==> src/rtl/losg_pkg.sv <==
// Shared types and constants for the lidar obstacle speed governor.
// Holds the beat payload structs, opcode and register index codes, and the window test.
// No dependencies.
package losg_pkg;

  typedef enum logic [1:0] {
    OP_SAMPLE       = 2'd0,
    OP_TICK         = 2'd1,
    OP_FORCE_STOP   = 2'd2,
    OP_FORCE_RESUME = 2'd3
  } op_t;

  typedef enum logic [2:0] {
    REG_AHEAD_INDEX       = 3'd0,
    REG_NORMAL_HALF_WIDTH = 3'd1,
    REG_FORCED_HALF_WIDTH = 3'd2,
    REG_SLOW_DISTANCE     = 3'd3,
    REG_STOP_DISTANCE     = 3'd4,
    REG_NORMAL_SLOW_SPEED = 3'd5,
    REG_FORCED_SLOW_SPEED = 3'd6,
    REG_CLEAR_TICKS       = 3'd7
  } reg_idx_t;

  localparam logic [11:0] SLOW_TURN_RATE = 12'd1000;
  localparam logic [11:0] FULL_SPEED     = 12'd1000;
  localparam logic [11:0] FULL_TURN_RATE = 12'd2000;
  localparam logic [15:0] NO_READING     = 16'hFFFF;
  localparam logic [31:0] TIMER_MAX      = 32'hFFFF_FFFF;

  typedef struct packed {
    op_t         operation;
    logic [11:0] sample_index;
    logic [15:0] range_mm;
    logic        range_finite;
    logic        scan_last;
  } in_t;

  typedef struct packed {
    logic        speed_write;
    logic [11:0] speed_limit;
    logic        turn_write;
    logic [11:0] turn_limit;
  } out_t;

  typedef struct packed {
    logic [11:0] ahead_index;
    logic [11:0] normal_half_width;
    logic [11:0] forced_half_width;
    logic [15:0] slow_distance;
    logic [15:0] stop_distance;
    logic [11:0] normal_slow_speed;
    logic [11:0] forced_slow_speed;
    logic [31:0] clear_ticks;
  } cfg_t;

  typedef struct packed {
    logic        scan_end;
    logic [15:0] normal_min;
    logic [15:0] forced_min;
  } scan_t;

  function automatic logic in_window(logic [11:0] idx, logic [11:0] center,
                                     logic [11:0] half);
    logic [12:0] idx_plus;
    logic [12:0] upper;
    idx_plus = {1'b0, idx} + {1'b0, half};
    upper    = {1'b0, center} + {1'b0, half};
    return (idx_plus >= {1'b0, center}) && ({1'b0, idx} <= upper);
  endfunction

endpackage

==> src/rtl/losg_cfg.sv <==
// Configuration register file of the lidar obstacle speed governor.
// Depends on losg_pkg for the register index codes and the cfg_t struct.
module losg_cfg (
  input  logic              clk,
  input  logic              rst,
  input  logic              cfg_valid,
  output logic              cfg_ready,
  input  losg_pkg::reg_idx_t cfg_index,
  input  logic [31:0]       cfg_data,
  output losg_pkg::cfg_t    cfg
);

  assign cfg_ready = 1'b1;

  always_ff @(posedge clk) begin
    if (rst) begin
      cfg.ahead_index       <= 12'd0;
      cfg.normal_half_width <= 12'd4;
      cfg.forced_half_width <= 12'd4;
      cfg.slow_distance     <= 16'd8000;
      cfg.stop_distance     <= 16'd5000;
      cfg.normal_slow_speed <= 12'd500;
      cfg.forced_slow_speed <= 12'd700;
      cfg.clear_ticks       <= 32'd7000;
    end else if (cfg_valid && cfg_ready) begin
      unique case (cfg_index)
        losg_pkg::REG_AHEAD_INDEX:       cfg.ahead_index       <= cfg_data[11:0];
        losg_pkg::REG_NORMAL_HALF_WIDTH: cfg.normal_half_width <= cfg_data[11:0];
        losg_pkg::REG_FORCED_HALF_WIDTH: cfg.forced_half_width <= cfg_data[11:0];
        losg_pkg::REG_SLOW_DISTANCE:     cfg.slow_distance     <= cfg_data[15:0];
        losg_pkg::REG_STOP_DISTANCE:     cfg.stop_distance     <= cfg_data[15:0];
        losg_pkg::REG_NORMAL_SLOW_SPEED: cfg.normal_slow_speed <= cfg_data[11:0];
        losg_pkg::REG_FORCED_SLOW_SPEED: cfg.forced_slow_speed <= cfg_data[11:0];
        losg_pkg::REG_CLEAR_TICKS:       cfg.clear_ticks       <= cfg_data;
      endcase
    end
  end

endmodule

==> src/rtl/losg_scan.sv <==
// Window compare and running per-scan minima for the normal and forced windows.
// Depends on losg_pkg for in_t, cfg_t, scan_t and the window test.
module losg_scan (
  input  logic            clk,
  input  logic            rst,
  input  logic            step,
  input  losg_pkg::in_t   item,
  input  losg_pkg::cfg_t  cfg,
  output losg_pkg::scan_t scan
);

  logic [15:0] normal_min;
  logic [15:0] forced_min;
  logic [15:0] normal_min_next;
  logic [15:0] forced_min_next;
  logic        is_sample;
  logic        hit_normal;
  logic        hit_forced;

  assign is_sample  = (item.operation == losg_pkg::OP_SAMPLE);
  assign hit_normal = is_sample && item.range_finite &&
                      losg_pkg::in_window(item.sample_index, cfg.ahead_index,
                                          cfg.normal_half_width);
  assign hit_forced = is_sample && item.range_finite &&
                      losg_pkg::in_window(item.sample_index, cfg.ahead_index,
                                          cfg.forced_half_width);

  always_comb begin
    normal_min_next = (hit_normal && (item.range_mm < normal_min)) ? item.range_mm : normal_min;
    forced_min_next = (hit_forced && (item.range_mm < forced_min)) ? item.range_mm : forced_min;
    scan.scan_end   = is_sample && item.scan_last;
    scan.normal_min = normal_min_next;
    scan.forced_min = forced_min_next;
  end

  always_ff @(posedge clk) begin
    if (rst) begin
      normal_min <= losg_pkg::NO_READING;
      forced_min <= losg_pkg::NO_READING;
    end else if (step && is_sample) begin
      if (item.scan_last) begin
        normal_min <= losg_pkg::NO_READING;
        forced_min <= losg_pkg::NO_READING;
      end else begin
        normal_min <= normal_min_next;
        forced_min <= forced_min_next;
      end
    end
  end

endmodule

==> src/rtl/losg_gov.sv <==
// Mode, clear timer and speed decision logic with the result register.
// Depends on losg_pkg for opcodes, limits and the scan_t, cfg_t and out_t structs.
module losg_gov (
  input  logic            clk,
  input  logic            rst,
  input  logic            step,
  input  losg_pkg::op_t   operation,
  input  losg_pkg::scan_t scan,
  input  losg_pkg::cfg_t  cfg,
  output logic            advance,
  output logic            out_valid,
  input  logic            out_stall,
  output losg_pkg::out_t  out_data
);

  logic        forced_mode;
  logic        obstacle_seen;
  logic [31:0] clear_timer;
  logic [11:0] last_speed;
  logic        last_speed_known;

  logic        forced_mode_next;
  logic        obstacle_seen_next;
  logic [31:0] clear_timer_next;
  logic [11:0] last_speed_next;
  logic        last_speed_known_next;

  logic        spd_req;
  logic [11:0] spd_val;
  logic        trn_req;
  logic [11:0] trn_val;
  logic        spd_write;
  logic        res_valid;
  losg_pkg::out_t res;

  assign advance = !out_valid || !out_stall;

  always_comb begin
    forced_mode_next   = forced_mode;
    obstacle_seen_next = obstacle_seen;
    clear_timer_next   = clear_timer;
    spd_req            = 1'b0;
    spd_val            = 12'd0;
    trn_req            = 1'b0;
    trn_val            = 12'd0;
    unique case (operation)
      losg_pkg::OP_SAMPLE: begin
        if (scan.scan_end) begin
          if (forced_mode) begin
            spd_req = 1'b1;
            trn_req = 1'b1;
            if (scan.forced_min < cfg.stop_distance) begin
              spd_val = 12'd0;
              trn_val = 12'd0;
            end else begin
              spd_val = cfg.forced_slow_speed;
              trn_val = losg_pkg::SLOW_TURN_RATE;
            end
          end else if (scan.normal_min < cfg.slow_distance) begin
            if (!obstacle_seen) begin
              clear_timer_next   = 32'd0;
              obstacle_seen_next = 1'b1;
              spd_req            = 1'b1;
              spd_val            = cfg.normal_slow_speed;
            end
          end else if (obstacle_seen) begin
            clear_timer_next   = 32'd0;
            obstacle_seen_next = 1'b0;
          end else if (clear_timer > cfg.clear_ticks) begin
            spd_req = 1'b1;
            spd_val = losg_pkg::FULL_SPEED;
            trn_req = 1'b1;
            trn_val = losg_pkg::FULL_TURN_RATE;
          end
        end
      end
      losg_pkg::OP_TICK: begin
        if (clear_timer != losg_pkg::TIMER_MAX) begin
          clear_timer_next = clear_timer + 32'd1;
        end
      end
      losg_pkg::OP_FORCE_STOP: begin
        forced_mode_next = 1'b1;
        spd_req          = 1'b1;
        spd_val          = 12'd0;
      end
      losg_pkg::OP_FORCE_RESUME: begin
        forced_mode_next = 1'b0;
      end
    endcase
  end

  always_comb begin
    spd_write             = spd_req && (!last_speed_known || (last_speed != spd_val));
    last_speed_next       = spd_write ? spd_val : last_speed;
    last_speed_known_next = last_speed_known || spd_write;
    res_valid             = spd_write || trn_req;
    res.speed_write       = spd_write;
    res.speed_limit       = spd_write ? spd_val : last_speed;
    res.turn_write        = trn_req;
    res.turn_limit        = trn_req ? trn_val : 12'd0;
  end

  always_ff @(posedge clk) begin
    if (rst) begin
      forced_mode      <= 1'b0;
      obstacle_seen    <= 1'b0;
      clear_timer      <= losg_pkg::TIMER_MAX;
      last_speed       <= 12'd0;
      last_speed_known <= 1'b0;
      out_valid        <= 1'b0;
    end else begin
      if (step) begin
        forced_mode      <= forced_mode_next;
        obstacle_seen    <= obstacle_seen_next;
        clear_timer      <= clear_timer_next;
        last_speed       <= last_speed_next;
        last_speed_known <= last_speed_known_next;
      end
      if (advance) begin
        out_valid <= step && res_valid;
      end
    end
  end

  always_ff @(posedge clk) begin
    if (advance && step) begin
      out_data <= res;
    end
  end

endmodule

==> src/rtl/lidar_obstacle_speed_governor_top.sv <==
// Lidar obstacle speed governor: accepts one beat per cycle and issues a speed and
// turn limit result at most once per beat, through the input register and then the
// result register; throughput is one beat per cycle and only a stalled result
// register holds the input side. Depends on losg_pkg, losg_cfg, losg_scan and
// losg_gov.
module lidar_obstacle_speed_governor_top (
  input  logic               clk,
  input  logic               rst,
  input  logic               in_valid,
  output logic               in_stall,
  input  losg_pkg::in_t      in_data,
  output logic               out_valid,
  input  logic               out_stall,
  output losg_pkg::out_t     out_data,
  input  logic               cfg_valid,
  output logic               cfg_ready,
  input  losg_pkg::reg_idx_t cfg_index,
  input  logic [31:0]        cfg_data
);

  logic            in_q_valid;
  losg_pkg::in_t   in_q;
  logic            advance;
  logic            step;
  logic            accept;
  losg_pkg::cfg_t  cfg;
  losg_pkg::scan_t scan;

  assign in_stall = in_q_valid && !advance;
  assign accept   = in_valid && !in_stall;
  assign step     = in_q_valid && advance;

  always_ff @(posedge clk) begin
    if (rst) begin
      in_q_valid <= 1'b0;
    end else if (accept) begin
      in_q_valid <= 1'b1;
    end else if (step) begin
      in_q_valid <= 1'b0;
    end
  end

  always_ff @(posedge clk) begin
    if (accept) begin
      in_q <= in_data;
    end
  end

  losg_cfg u_cfg (
    .clk       (clk),
    .rst       (rst),
    .cfg_valid (cfg_valid),
    .cfg_ready (cfg_ready),
    .cfg_index (cfg_index),
    .cfg_data  (cfg_data),
    .cfg       (cfg)
  );

  losg_scan u_scan (
    .clk  (clk),
    .rst  (rst),
    .step (step),
    .item (in_q),
    .cfg  (cfg),
    .scan (scan)
  );

  losg_gov u_gov (
    .clk       (clk),
    .rst       (rst),
    .step      (step),
    .operation (in_q.operation),
    .scan      (scan),
    .cfg       (cfg),
    .advance   (advance),
    .out_valid (out_valid),
    .out_stall (out_stall),
    .out_data  (out_data)
  );

endmodule

==> config.mk <==
export PLATFORM = sky130hd
export DESIGN_NAME = lidar_obstacle_speed_governor_top
export DESIGN_NICKNAME = d
export VERILOG_FILES = /design/src/rtl/losg_pkg.sv /design/src/rtl/losg_cfg.sv /design/src/rtl/losg_scan.sv /design/src/rtl/losg_gov.sv /design/src/rtl/lidar_obstacle_speed_governor_top.sv
export SDC_FILE = /design/constraint.sdc
export NUM_CORES = 1
export LEC_CHECK = 0
export BUFFER_PORTS_ARGS = -buffer_cell sky130_fd_sc_hd__buf_4
export CAP_MARGIN = 20
export CORE_UTILIZATION = 62
export DETAILED_ROUTE_END_ITERATION = 8
export GPL_TIMING_DRIVEN = 0
export PLACE_DENSITY_LB_ADDON = 0.3
export SYNTH_ARGS = -nofsm -noshare
export SYNTH_HDL_FRONTEND = slang
export SYNTH_HIERARCHICAL = 1
export SYNTH_SLANG_ARGS = --single-unit
==> constraint.sdc <==
create_clock -name clk -period 7.1 [get_ports clk]
set_input_delay 1.065 -clock clk [delete_from_list [all_inputs] [get_ports clk]]
set_output_delay 1.065 -clock clk [all_outputs]
set_load 0.01 [all_outputs]
======== Yosys cells after proc, flatten, opt, wreduce, memory -nomap -nowiden ========
Index checks and enable logic that the tools add are counted.
storage, ports and cells
  bits in registers ....................... 263
  logic and storage cells ................. 139
  input port bits ......................... 72
  output and inout bits ................... 29
cells by class
  equality and inequality tests ........... 17
  bitwise gates (word level) .............. 1
  $lt $le $gt $ge ......................... 9
  add/sub/neg operators ................... 5
  reduce and logical (&&, ||, !) cells .... 41
  mux-type cells .......................... 40
operators by type and width
  operator               count
  $mux 32                6
  $mux 12                11
  $lt 16x16->1           4
  $mux 16                4
  $pmux 32 s2            1
  $add 12x12->13         4
  $add 32x1->32 const B  1
  $gt 32x32->1           1
  $ne 32x32->1 const B   1
  $ge 13x12->1           2
  $le 12x13->1           2
  $mux 10                2
  $reduce_and 2->1       9
  $logic_and 1x1->1      15
  $mux 1                 13
  $eq 3x3->1 const B     4
  $ne 12x12->1           1
  $mux 11                1
  $reduce_and 7->1       1
  $eq 3x2->1 const B     2
  $reduce_bool 2->1      3
  $logic_not 1->1        5
  $eq 2x2->1 const B     2
  $logic_or 1x1->1       4
  other kinds (12)       14

======== Depth between registers and ports, before layout ========
  word-level depth ........................ 16
  depth in mapped cells ................... 34
  mapped depth without buffers ............ 30

======== Hierarchy ========
The synthesis kept the hierarchy.
by module, submodules not included
  module                             cells an instance  times used  area each (µm²)  sequential area each (µm²)
  losg_scan                          728                1           5841.9           640.6
  losg_gov                           603                1           5376.4           1501.4
  losg_cfg                           468                1           4981.0           2482.4
  lidar_obstacle_speed_governor_top  37                 1           1017.2           980.9

======== Least setup slack after synthesis ========
No wires, ideal clock.
  path kind ............................... register -> register
  start ................................... reg u_cfg/cfg[112] (netlist name)
  end ..................................... reg u_gov/out_data[13] (netlist name)
  required time ........................... 6840 ps
  arrival time ............................ 6354 ps
  slack ................................... 485 ps
  cell stages (with the launch flop) ...... 33
  buffers on the path ..................... 3
  setup time .............................. 260 ps
  period minus slack after synthesis ...... 6615 ps
  cell sequence ........................... dfxtp_1 -> ha_1 -> inv_1 -> fa_1 -> nor2b_1 -> o2111ai_1 -> and3_1 -> nor2_1 -> a21o_1 -> a21oi_1 -> xor2_1 -> ha_1 -> a21o_1 -> a21oi_1 -> o21ai_0 -> o31ai_1 -> o221a_2 -> buf_2 -> buf_2 -> nand3_1 -> o21ai_0 -> ha_1 -> a211o_1 -> a21oi_2 -> o31ai_4 -> a2111oi_4 -> buf_6 -> a22o_1 -> xnor2_1 -> o2111ai_2 -> a2111oi_4 -> a21oi_4 -> mux2_4

==> run_results.csv <==
group,metric,value,unit
status,status,"finished with violations",
status,violations,"setup timing",
global_route,grt-ovfl-total,0,
logic_synthesis,synth_edf_count,50,
clock_tree,clkLatencyLatePin,0.57,ns
clock_tree,cts.path.max_buffers,3,
setup_path,rrSetupSlack,-0.09,ns
logic_synthesis,synthCells,1836,
floorplan,die_h,169,microns
logic_synthesis,syn_avg_cell_area,9.38,sq um
drt,drtPass1Iterations,6,
run,drv_cap,0,
finish,drive_above_1_share,0.216,
setup_path,cp_data_arrival_time,7.50,ns
sta,fmax,139,MHz
drt,wl,49100,microns
finish,area_growth,20.7,%
global_route,track_usage,0.323,
global_route,grt_max_degree,31,
sta,rsz0062_at_grt,"true",
logic_synthesis,yosys_register_bits,255,
setup_path,cpPeakStageDelay,0.47,ns
pwr,fin_total_pwr,3.65,mW
drt,vias,15000,
logic_synthesis,synth-seq-area-share,0.326,
global_route,antenna_found_initial,0,
drt,first_iter_violations,1402,
sta,maxSlewViolCount,0,
drt,antenna_left,0,
setup_path,critPathBufInv,5,
drt,wl_per_cell,20.3,microns
clock_tree,numClockSinks,255,
sta,worst_slew_pin_slew,1.05,ns
floorplan,placeableCoreArea,27100,sq um
floorplan,io_pins,101,
logic_synthesis,yosysWarningCount,6,
sta,setup_tns,-0.769,ns
place,gp_congestion,0.932,
clock_tree,cts_tree,"built",
floorplan,num_rows,60,
pwr,p_leak,9.32,nW
setup_path,path_max_fanout,12,
logic_synthesis,yosysUniqueCellTypes,101,
drt,drc,0,
floorplan,die_area,28400,sq um
drt,vias_per_cell,6.21,
logic_synthesis,syn_area,17200,sq um
clock_tree,cts-root-buf,"clkbuf_16",
setup_path,critPathRequiredTime,7.41,ns
floorplan,initial_utilization,0.635,
global_route,grt_pass1_vias,14300,
setup_path,path_class,"reg2reg",
logic_synthesis,synthFlopType,"dfxtp_1",
pwr,ir_drop,0.183,mV
place,pre_cts_slack,-0.828,ns
setup_path,startpoint_type,"flip-flop",
pwr,powerDensity,176,nW/um^2
setup_path,slowest_stage,"a2111oi_4",
sta,whs,0.477,ns
clock_tree,cts_made_buffers,28,
clock_tree,clk_pin_slew_worst_paths,0.06,ns
global_route,grt_pass1_wl,73500,microns
logic_synthesis,ys_async_sr_fraction,0,
sta,finClkSkew,0.0184,ns
sta,slew_headroom,0.298,
setup_path,path_delay_family,"compound AO/OA/AOI/OAI gates",
place,port_buffers,95,
place,place_area,18400,sq um
finish,fin_area,20800,sq um
sta,fin_ws,-0.0858,ns
setup_path,endpoint_kind,"flip-flop",
sta,fin_crit_sh,1.01,
clock_tree,htree_levels,1,
place,dp_hpwl,34600,microns
sta,period_needed,7.19,ns
worst_hold_path,min-delay-path-class,"reg2reg",
sta,hold_violations,0,
sta,finalSetupViolCount,16,
floorplan,die_x,169,microns
finish,layout.nets,2291,
==> repair_timing <==
item	in CTS	in global routing
gates resized for setup	50	145
endpoints found under the setup margin	46	42
cloned	3	2
pin swaps	20	89
setup buffers	21	37
hold buffers	0	0
==> final cells by class <==
type / instances / area (sq um)
multi-input cells: 1350 / 11400
fillers: 1716 / 6330
flip-flops and latches: 255 / 5620
repair buffers: 157 / 1250
clock buffers: 45 / 866
inverters: 145 / 544
plain buffers: 89 / 541
well taps: 372 / 465
clock inverters: 7 / 66.3
diodes: 1 / 2.50
==> flip-flops by register name, indices dropped and copies added, names as in the netlist, 12 cells and up <==
name,cells
u_cfg/cfg,124
in_q,32
u_gov/clear_timer,32
u_gov/out_data,18
u_scan/forced_min,16
u_scan/normal_min,16
u_gov/last_speed,12
==> cells by family after synthesis <==
family,count (synthesis),share of synthesized area
AO/OA/AOI/OAI,372,0.168
XOR/XNOR,77,0.0392
other,2,0.000436
multiplexers,147,0.0919
adder cells (fa/ha/maj),193,0.142
buffers and inverters,235,0.0596
flip-flops,255,0.326
AND/OR/NAND/NOR,555,0.173
==> tightest hold or removal path, stage by stage (launching register included) <==
cell and delay, ns:
dfxtp_1 0.31, nand2b_1 0.06, mux2i_1 0.06
==> synthesized netlist by cell type, types with 7 or more instances <==
cell / n / area (sq um)
dfxtp_1: 205 / 4100
ha_1: 189 / 2360
nor2_1: 150 / 563
inv_1: 143 / 537
nand2b_1: 139 / 870
mux2i_1: 124 / 1240
a21oi_1: 69 / 345
nand2_1: 65 / 244
o21ai_0: 59 / 295
edfxtp_1: 50 / 1500
nand3_1: 48 / 240
xnor2_1: 46 / 403
clkbuf_1: 41 / 154
xor2_1: 31 / 272
o21bai_1: 30 / 225
a211oi_1: 29 / 218
a21o_1: 29 / 218
and3_1: 27 / 169
nor3_1: 26 / 130
buf_2: 25 / 125
nand4_1: 25 / 156
mux2_4: 22 / 330
a2111oi_0: 18 / 158
o21a_1: 16 / 120
nor2b_1: 15 / 93.8
buf_4: 14 / 105
a311oi_2: 11 / 165
a2111oi_1: 10 / 100
a211oi_2: 10 / 125
nor4_1: 10 / 62.6
buf_6: 8 / 90.1
o211ai_1: 8 / 60.1
o31ai_1: 8 / 60.1
a22o_1: 7 / 61.3
==> layer usage <==
layer / vias up / routed length [microns] / global-route usage
met4: 0 / 2340 / 0.129
met2: 718 / 23600 / 0.566
met1: 7174 / 19900 / 0.401
met5: - / 0 / 0
met3: 172 / 3330 / 0.0416
li1: 6978 / - / -
==> report_power, final <==
| group | internal, mW | total, mW | switching [mW] | leakage [nW] |
|---|---|---|---|---|
| combinational | 0.267 | 0.614 | 0.348 | 6.71 |
| sequential | 1.53 | 1.58 | 0.0565 | 2.15 |
| clock | 0.837 | 1.45 | 0.616 | 0.456 |
| total | 2.63 | 3.65 | 1.02 | 9.32 |
==> cell usage in the layout (no fill, tap or decap), drive strengths merged, types with 23 or more instances in the layout <==
cell / n
and3: 27
a21o: 29
nand2: 66
nand4: 26
a2111oi: 32
mux2i: 124
a211oi: 39
nand2b: 141
nand3: 49
nor3: 29
edfxtp: 50
inv: 145
xnor2: 46
o21bai: 30
nor2: 151
dfxtp: 205
buf: 204
mux2: 23
a21oi: 72
xor2: 31
o21ai: 60
clkbuf: 87
ha: 189
==> final timing paths <==
check | start | cells after the start | end
worst max-delay path | u_cfg/cfg[101]$_SDFFE_PP0P_ | 31 | u_gov/out_data[13]$_DFFE_PP_
worst min-delay path | u_cfg/cfg[24]$_SDFFE_PP0P_ | 2 | u_cfg/cfg[24]$_SDFFE_PP0P_
worst max register to register | u_cfg/cfg[101]$_SDFFE_PP0P_ | 31 | u_gov/out_data[13]$_DFFE_PP_
worst min register to register | u_cfg/cfg[24]$_SDFFE_PP0P_ | 2 | u_cfg/cfg[24]$_SDFFE_PP0P_
==> per-stage QoR <==
stage | utilization | instances
finish | 0.767 | 2421
global route | 0.766 | 2420
CTS | 0.729 | 2382
detailed placement | 0.680 | 2307
global placement | 0.679 | 2306
floorplan | - | 1839
No activity file was read; power rests on OpenSTA's default activity.
